--- src/sv/ccs_pkg.sv ---
// Shared types and character constants for the C comment stripper.
package ccs_pkg;

    localparam logic [7:0] CH_SLASH   = 8'h2F;
    localparam logic [7:0] CH_STAR    = 8'h2A;
    localparam logic [7:0] CH_NEWLINE = 8'h0A;
    localparam logic [7:0] CH_SPACE   = 8'h20;

    // One queued command: one or two output bytes for one input request.
    typedef struct packed {
        logic       two;
        logic [7:0] b0;
        logic [7:0] b1;
    } t_cmd;

endpackage

--- src/sv/ccs_if.sv ---
// Valid/ready channel interfaces for the input and output byte streams.
interface ccs_in_if;
    logic       valid;
    logic       ready;
    logic [7:0] char_in;
    logic       end_of_text;

    modport source (output valid, output char_in, output end_of_text, input ready);
    modport sink   (input valid, input char_in, input end_of_text, output ready);
endinterface

interface ccs_out_if;
    logic       valid;
    logic       ready;
    logic [7:0] char_out;
    logic       end_of_run;

    modport source (output valid, output char_out, output end_of_run, input ready);
    modport sink   (input valid, input char_out, input end_of_run, output ready);
endinterface

--- src/sv/ccs_front.sv ---
// Front end: accepts bytes, runs the comment scan state machine, issues commands.
module ccs_front (
    input  logic          i_clk,
    input  logic          i_rst_n,
    input  logic          i_valid,
    input  logic [7:0]    i_char,
    input  logic          i_last,
    input  logic          i_full,
    output logic          o_ready,
    output logic          o_push,
    output ccs_pkg::t_cmd o_cmd
);

    localparam logic [2:0] S_NORMAL = 3'd0;
    localparam logic [2:0] S_SLASH  = 3'd1;
    localparam logic [2:0] S_LINE   = 3'd2;
    localparam logic [2:0] S_BLOCK  = 3'd3;
    localparam logic [2:0] S_STAR   = 3'd4;

    logic [2:0] r_mode;
    logic [2:0] n_mode;
    logic [2:0] scan_mode;
    logic       emit;
    logic       accept;
    logic [7:0] blank;

    assign o_ready = !i_full;
    assign accept  = i_valid && !i_full;
    assign blank   = (i_char == ccs_pkg::CH_NEWLINE) ? ccs_pkg::CH_NEWLINE
                                                     : ccs_pkg::CH_SPACE;

    always_comb begin
        scan_mode    = r_mode;
        emit         = 1'b0;
        o_cmd.two    = 1'b0;
        o_cmd.b0     = i_char;
        o_cmd.b1     = i_char;
        case (r_mode)
            S_SLASH: begin
                if (i_char == ccs_pkg::CH_SLASH) begin
                    scan_mode = S_LINE;
                end else if (i_char == ccs_pkg::CH_STAR) begin
                    scan_mode = S_BLOCK;
                end else begin
                    emit      = 1'b1;
                    o_cmd.two = 1'b1;
                    o_cmd.b0  = ccs_pkg::CH_SLASH;
                    scan_mode = S_NORMAL;
                end
            end
            S_LINE: begin
                emit     = 1'b1;
                o_cmd.b0 = blank;
                if (i_char == ccs_pkg::CH_NEWLINE) begin
                    scan_mode = S_NORMAL;
                end
            end
            S_BLOCK: begin
                emit     = 1'b1;
                o_cmd.b0 = blank;
                if (i_char == ccs_pkg::CH_STAR) begin
                    scan_mode = S_STAR;
                end
            end
            S_STAR: begin
                if (i_char == ccs_pkg::CH_SLASH) begin
                    scan_mode = S_NORMAL;
                end else begin
                    emit      = 1'b1;
                    o_cmd.b0  = blank;
                    scan_mode = (i_char == ccs_pkg::CH_STAR) ? S_STAR : S_BLOCK;
                end
            end
            default: begin
                if (i_char == ccs_pkg::CH_SLASH) begin
                    scan_mode = S_SLASH;
                end else begin
                    emit      = 1'b1;
                    scan_mode = S_NORMAL;
                end
            end
        endcase
        n_mode = scan_mode;
        if (i_last) begin
            // only reachable with nothing emitted yet: flush the held slash
            if (scan_mode == S_SLASH) begin
                emit     = 1'b1;
                o_cmd.b0 = ccs_pkg::CH_SLASH;
            end
            n_mode = S_NORMAL;
        end
    end

    assign o_push = accept && emit;

    always_ff @(posedge i_clk) begin
        if (!i_rst_n) begin
            r_mode <= S_NORMAL;
        end else if (accept) begin
            r_mode <= n_mode;
        end
    end

endmodule

--- src/sv/ccs_queue.sv ---
// Short command queue between the front end and the output sequencer.
module ccs_queue #(
    parameter int DEPTH = 4
) (
    input  logic          i_clk,
    input  logic          i_rst_n,
    input  logic          i_push,
    input  ccs_pkg::t_cmd i_cmd,
    input  logic          i_pop,
    output logic          o_full,
    output logic          o_empty,
    output ccs_pkg::t_cmd o_head
);

    localparam int PW = (DEPTH > 1) ? $clog2(DEPTH) : 1;
    localparam int CW = $clog2(DEPTH + 1);
    localparam logic [PW-1:0] LAST_IDX = PW'(DEPTH - 1);

    ccs_pkg::t_cmd r_mem [DEPTH];
    logic [PW-1:0] r_wr;
    logic [PW-1:0] r_rd;
    logic [CW-1:0] r_cnt;
    logic          do_push;
    logic          do_pop;

    assign o_full  = (r_cnt == CW'(DEPTH));
    assign o_empty = (r_cnt == '0);
    assign o_head  = r_mem[r_rd];
    assign do_push = i_push && !o_full;
    assign do_pop  = i_pop && !o_empty;

    always_ff @(posedge i_clk) begin
        if (do_push) begin
            r_mem[r_wr] <= i_cmd;
        end
    end

    always_ff @(posedge i_clk) begin
        if (!i_rst_n) begin
            r_wr  <= '0;
            r_rd  <= '0;
            r_cnt <= '0;
        end else begin
            if (do_push) begin
                r_wr <= (r_wr == LAST_IDX) ? '0 : r_wr + 1'b1;
            end
            if (do_pop) begin
                r_rd <= (r_rd == LAST_IDX) ? '0 : r_rd + 1'b1;
            end
            case ({do_push, do_pop})
                2'b10:   r_cnt <= r_cnt + 1'b1;
                2'b01:   r_cnt <= r_cnt - 1'b1;
                default: r_cnt <= r_cnt;
            endcase
        end
    end

endmodule

--- src/sv/ccs_back.sv ---
// Back end: plays out one or two bytes per queued command.
module ccs_back (
    input  logic          i_clk,
    input  logic          i_rst_n,
    input  logic          i_empty,
    input  ccs_pkg::t_cmd i_head,
    input  logic          i_ready,
    output logic          o_pop,
    output logic          o_valid,
    output logic [7:0]    o_char,
    output logic          o_last
);

    logic r_phase;
    logic fire;

    assign o_valid = !i_empty;
    assign o_char  = r_phase ? i_head.b1 : i_head.b0;
    assign o_last  = r_phase || !i_head.two;
    assign fire    = o_valid && i_ready;
    assign o_pop   = fire && o_last;

    always_ff @(posedge i_clk) begin
        if (!i_rst_n) begin
            r_phase <= 1'b0;
        end else if (fire) begin
            r_phase <= !o_last;
        end
    end

endmodule

--- src/sv/c_comment_stripper.sv ---
// Top level of the C comment stripper: front end, command queue, back end.
//
//  channel   dir  payload                  notes
//  i_in      in   char_in[8], end_of_text  one source byte per request
//  o_out     out  char_out[8], end_of_run  0..2 bytes per input request
//
// One input request per cycle while the queue has room; the scan state
// machine updates in the accept cycle. Output gives one byte per cycle while
// the receiver is ready; a two-byte request holds the back end for both bytes.
// Synchronous active-low reset returns the scan to normal and empties the queue.
// Input stalls only when the QUEUE_DEPTH-entry queue is full.
module c_comment_stripper #(
    parameter int QUEUE_DEPTH = 4
) (
    input  logic     i_clk,
    input  logic     i_rst_n,
    ccs_in_if.sink   i_in,
    ccs_out_if.source o_out
);

    logic          push;
    logic          pop;
    logic          full;
    logic          empty;
    ccs_pkg::t_cmd cmd;
    ccs_pkg::t_cmd head;

    ccs_front u_front (
        .i_clk   (i_clk),
        .i_rst_n (i_rst_n),
        .i_valid (i_in.valid),
        .i_char  (i_in.char_in),
        .i_last  (i_in.end_of_text),
        .i_full  (full),
        .o_ready (i_in.ready),
        .o_push  (push),
        .o_cmd   (cmd)
    );

    ccs_queue #(
        .DEPTH (QUEUE_DEPTH)
    ) u_queue (
        .i_clk   (i_clk),
        .i_rst_n (i_rst_n),
        .i_push  (push),
        .i_cmd   (cmd),
        .i_pop   (pop),
        .o_full  (full),
        .o_empty (empty),
        .o_head  (head)
    );

    ccs_back u_back (
        .i_clk   (i_clk),
        .i_rst_n (i_rst_n),
        .i_empty (empty),
        .i_head  (head),
        .i_ready (o_out.ready),
        .o_pop   (pop),
        .o_valid (o_out.valid),
        .o_char  (o_out.char_out),
        .o_last  (o_out.end_of_run)
    );

endmodule

--- src/flat_wrapper.sv ---
// flat-port wrapper written by rule: the top's interface ports become plain ports
module c_comment_stripper_flat 
#(
    parameter int QUEUE_DEPTH = 4
)
  (i_clk, i_rst_n, i_in_valid, i_in_char_in, i_in_end_of_text, i_in_ready, o_out_valid, o_out_char_out, o_out_end_of_run, o_out_ready);
  ccs_in_if i_in_i ();
  ccs_out_if o_out_i ();
  input  logic i_clk;
  input  logic i_rst_n;
  input wire logic [$bits(i_in_i.valid)-1:0] i_in_valid;
  input wire logic [$bits(i_in_i.char_in)-1:0] i_in_char_in;
  input wire logic [$bits(i_in_i.end_of_text)-1:0] i_in_end_of_text;
  output wire logic [$bits(i_in_i.ready)-1:0] i_in_ready;
  output wire logic [$bits(o_out_i.valid)-1:0] o_out_valid;
  output wire logic [$bits(o_out_i.char_out)-1:0] o_out_char_out;
  output wire logic [$bits(o_out_i.end_of_run)-1:0] o_out_end_of_run;
  input wire logic [$bits(o_out_i.ready)-1:0] o_out_ready;
  assign i_in_i.valid = i_in_valid;
  assign i_in_i.char_in = i_in_char_in;
  assign i_in_i.end_of_text = i_in_end_of_text;
  assign i_in_ready = i_in_i.ready;
  assign o_out_valid = o_out_i.valid;
  assign o_out_char_out = o_out_i.char_out;
  assign o_out_end_of_run = o_out_i.end_of_run;
  assign o_out_i.ready = o_out_ready;
  c_comment_stripper #(.QUEUE_DEPTH(QUEUE_DEPTH)) u_core (.i_clk(i_clk), .i_rst_n(i_rst_n), .i_in(i_in_i), .o_out(o_out_i));
endmodule
--- config.mk ---
export PLATFORM = sky130hd
export DESIGN_NAME = c_comment_stripper_flat
export DESIGN_NICKNAME = d
export VERILOG_FILES = /design/src/sv/ccs_pkg.sv /design/src/sv/ccs_if.sv /design/src/sv/ccs_front.sv /design/src/sv/ccs_queue.sv /design/src/sv/ccs_back.sv /design/src/sv/c_comment_stripper.sv /design/src/flat_wrapper.sv
export SDC_FILE = /design/constraint.sdc
export NUM_CORES = 1
export LEC_CHECK = 0
export ABC_AREA = 1
export BUFFER_PORTS_ARGS = -buffer_cell sky130_fd_sc_hd__buf_2
export CAP_MARGIN = 20
export CELL_PAD_IN_SITES_DETAIL_PLACEMENT = 0
export CELL_PAD_IN_SITES_GLOBAL_PLACEMENT = 1
export CORE_ASPECT_RATIO = 1.2
export CORE_MARGIN = 1
export CORE_UTILIZATION = 30
export CTS_BUF_LIST = sky130_fd_sc_hd__clkbuf_8
export DETAILED_ROUTE_END_ITERATION = 6
export GPL_TIMING_DRIVEN = 0
export HOLD_SLACK_MARGIN = 0.12
export PLACE_DENSITY_LB_ADDON = 0.12
export SLEW_MARGIN = 20
export SYNTH_ARGS = -nofsm -noshare
export SYNTH_HDL_FRONTEND = slang
export SYNTH_SLANG_ARGS = --single-unit
--- constraint.sdc ---
create_clock -name i_clk -period 3.2 [get_ports i_clk]
set_clock_uncertainty 0.05 [all_clocks]
set_input_delay 0.8 -clock i_clk [delete_from_list [all_inputs] [get_ports i_clk]]
set_output_delay 0.8 -clock i_clk [all_outputs]
set_load 0.01 [all_outputs]
==> results.toml <==
[route]
antenna_left = 0
drc = 0
avgRoutedWirePerCell_um = 15.96
wl_mm = 8.442
vias_per_cell = 4.544
drt-initial-drc-count = 119
dr.pass1.iters = 4
vias = 2404

[timing]
clock.fmax_mhz = 342.5
finalMaxSlewViolations = 0
min_period_ns = 2.920
rsz0062_at_grt = "no"
hold_viol = 0
finalSetupViolations = 0
worst_pin_slew_ns = 0.5847
max-slew-margin-rel = 0.6102
period_share = 0.9125

[yosys]
ys_types = 30
synth-adder-area-share = 0.02696
syn_area_per_cell_um2 = 10.62
yosys.area_share.simple = 0.1571
synth.largest_area_cell = "edfxtp_1"
ys_ff_latch = 81
synthTopCellsByCount = "nor2_1 (77), edfxtp_1 (68), o21ai_0 (44)"
yosysSeqAreaShare = 0.6527
synth.area.top_cells = "edfxtp_1 (58%), nor2_1 (8.2%), dfxtp_1 (7.4%)"
yosysWarnings = 0
yosys_most_used_dff = "edfxtp_1"
muxShareOfSynthArea = 0
synthesis.area_um2 = 3527
yosys.area_share.xor_xnor = 0
synth_top_family_by_area = "simple AND/OR/NAND/NOR gates"
syn_nets = 352
post-synth-top-area-fraction = 0.5789
syn_inst = 332
synth_edf_count = 68
synth_most_common_cell = "nor2_1"
async_flop_share = 0
synth_compound_area_frac = 0.1217

[global_route]
grt_usage = 0.1526
antenna_found_initial = 0
grt_pass1_wl_mm = 13.10
grt_max_degree = 14
gr-total-overflow = 0
grt_pass1_vias = 2348

[floorplan]
io_pins = 24
initial_core_util = 0.3063
core_um2 = 11510
dieArea_um2 = 12200
floorplan.rows = 43
fp.dieH_um = 120.8
die_x_um = 101.0

[pwr]
ir_drop_mv = 0.2240
p_per_area_nw_per_um2 = 709.9
p_leak_nw = 1.515

[placement]
place.gp.congestion = 0.7780
port_buffers = 22
place_area_um2 = 3900
post-dp-hpwl_mm = 5.685

[hold_path]
min_from = "u_core.u_queue.r_cnt[0]"
holdPathStages = 1
hold_path.class = "reg -> reg"
hold_end = "u_core.u_queue.r_cnt[0]"

[cts]
cts_buffer_depth = 2
clkTransAtPathRegs_ns = 0.08
ctsHoldBuffers = 0
cts-root-buf = "clkbuf_8"
cts_tree = "yes"
cts_setup_buffers = 0
cts_max_level = 3
clk_latency_ns = 0.35
cts_buffers = 9
numClockSinks = 81

[layout]
stdcell_area_um2 = 4090
post-route-util = 0.3552
drive_gt1_frac = 0.1801
layout.nets = 387
multiInputGateArea_um2 = 1091
seqCellArea_um2 = 2302
fillCellCount = 1183
diodes = 0
syn_to_final_growth_pct = 15.96

[critical_path]
timing.reg2reg.setup_slack_ns = 0.50
cp_data_arrival_time_ns = 2.07
r2r_end = "u_core.u_queue.r_cnt[2]"
rr_worst_depth = 15
cp_max_fo = 10
path_class = "reg -> out"
crit_required_ns = 2.35
endpoint_kind = "primary output"
crit-reg2reg-launch = "u_core.u_front.r_mode[2]"
crit_path_start_kind = "flop"

[flow_run]
drv_cap = 0

[run_status]
outcome = "finished, final reports clean"
-- critical path: stages (launching register included) --
cell and delay [ns]:
dfxtp_1 0.40, inv_1 0.24, clkbuf_1 0.48, o21ai_0 0.17
a31oi_1 0.25, buf_2 0.17
-- timing repair --
action,4_1_cts,5_1_grt
pin swaps,0,0
gates resized for setup,5,7
endpoints found under the setup margin,6,9
-- state kept, by name (all words and copies together) (netlist names), named ones only --
name                   cells
u_core.u_back.r_phase      1
u_core.u_front.r_mode      3
u_core.u_queue.r_cnt       3
u_core.u_queue.r_mem      68
u_core.u_queue.r_rd        2
u_core.u_queue.r_wr        2
-- layer usage --
metal | vias up | part of all wire | wire length, um | global-route usage
li1 | 1224 | - | - | -
met1 | 1131 | 0.45 | 3774 | 0.1861
met2 | 40 | 0.51 | 4300 | 0.2534
met3 | 9 | 0.030 | 257 | 0.02659
met4 | 0 | 0.013 | 110 | 0.08605
met5 | - | 0 | 0 | 0
-- power breakdown --
| part | switching [mW] | internal, mW | total (mW) |
|---|---|---|---|
| registers | 0.0565 | 1.26 | 1.32 |
| clock network | 0.355 | 0.352 | 0.707 |
| logic | 0.581 | 0.296 | 0.877 |
| total | 0.993 | 1.91 | 2.90 |
-- layout by cell type, fill, tap and decap left out, drive strengths merged, types with 8 or more instances in the layout --
cell    instances
nor2           80
edfxtp         68
o21ai          44
nand2          35
buf            28
inv            26
clkbuf         17
dfxtp          13
a21oi          10
nand3          10
o22ai           9
a31oi           8
-- how the worst max path moves through the flow --
stage / startpoint / endpoint / slack (ns) / depth (start not counted)
global placement: i_in_char_in[7] / u_core.u_queue.r_mem[2][14] / -0.90 / 10
global route: i_in_char_in[7] / u_core.u_queue.r_cnt[2] / 0.03 / 17
floorplan: i_in_char_in[4] / u_core.u_queue.r_mem[0][0] / 0.32 / 9
finish: flop / o_out_char_out[1] / 0.28 / 5
CTS: flop / o_out_char_out[1] / 0.007 / 7
detailed placement: i_in_char_in[7] / u_core.u_queue.r_cnt[2] / -0.13 / 17
-- final cells by class --
class                           instances  area share
Timing Repair Buffer                   26     0.04069
Tap cell                              157     0.04803
Inverter                               26     0.02386
Sequential cell                        81      0.5629
Clock inverter                          7     0.01530
Multi-Input combinational cell        213      0.2667
Clock buffer                            9     0.03028
Buffer                                 10     0.01224
-- metrics by stage --
stage          instances  hold WS [ns]  worst slack (ns)  TNS, ns  power [mW]
4_1_cts              531        0.4080          0.007296        0       2.956
3_5_place_dp         515        0.3950           -0.1292  -0.4565       2.238
6_report             529        0.4008            0.2801        0       2.904
5_1_grt              529        0.4424           0.03342        0       3.095
2_1_floorplan        332        0.3717            0.3175        0       1.874
3_3_place_gp         511        0.3894           -0.8952   -56.30       2.216
-- cells by family after synthesis --
logic type | count (synthesis)
simple gates | 130
flops | 81
fa+ha+maj | 7
buf+inv | 38
compound gates | 76
Note: power is estimated with default switching activity, not from simulation.
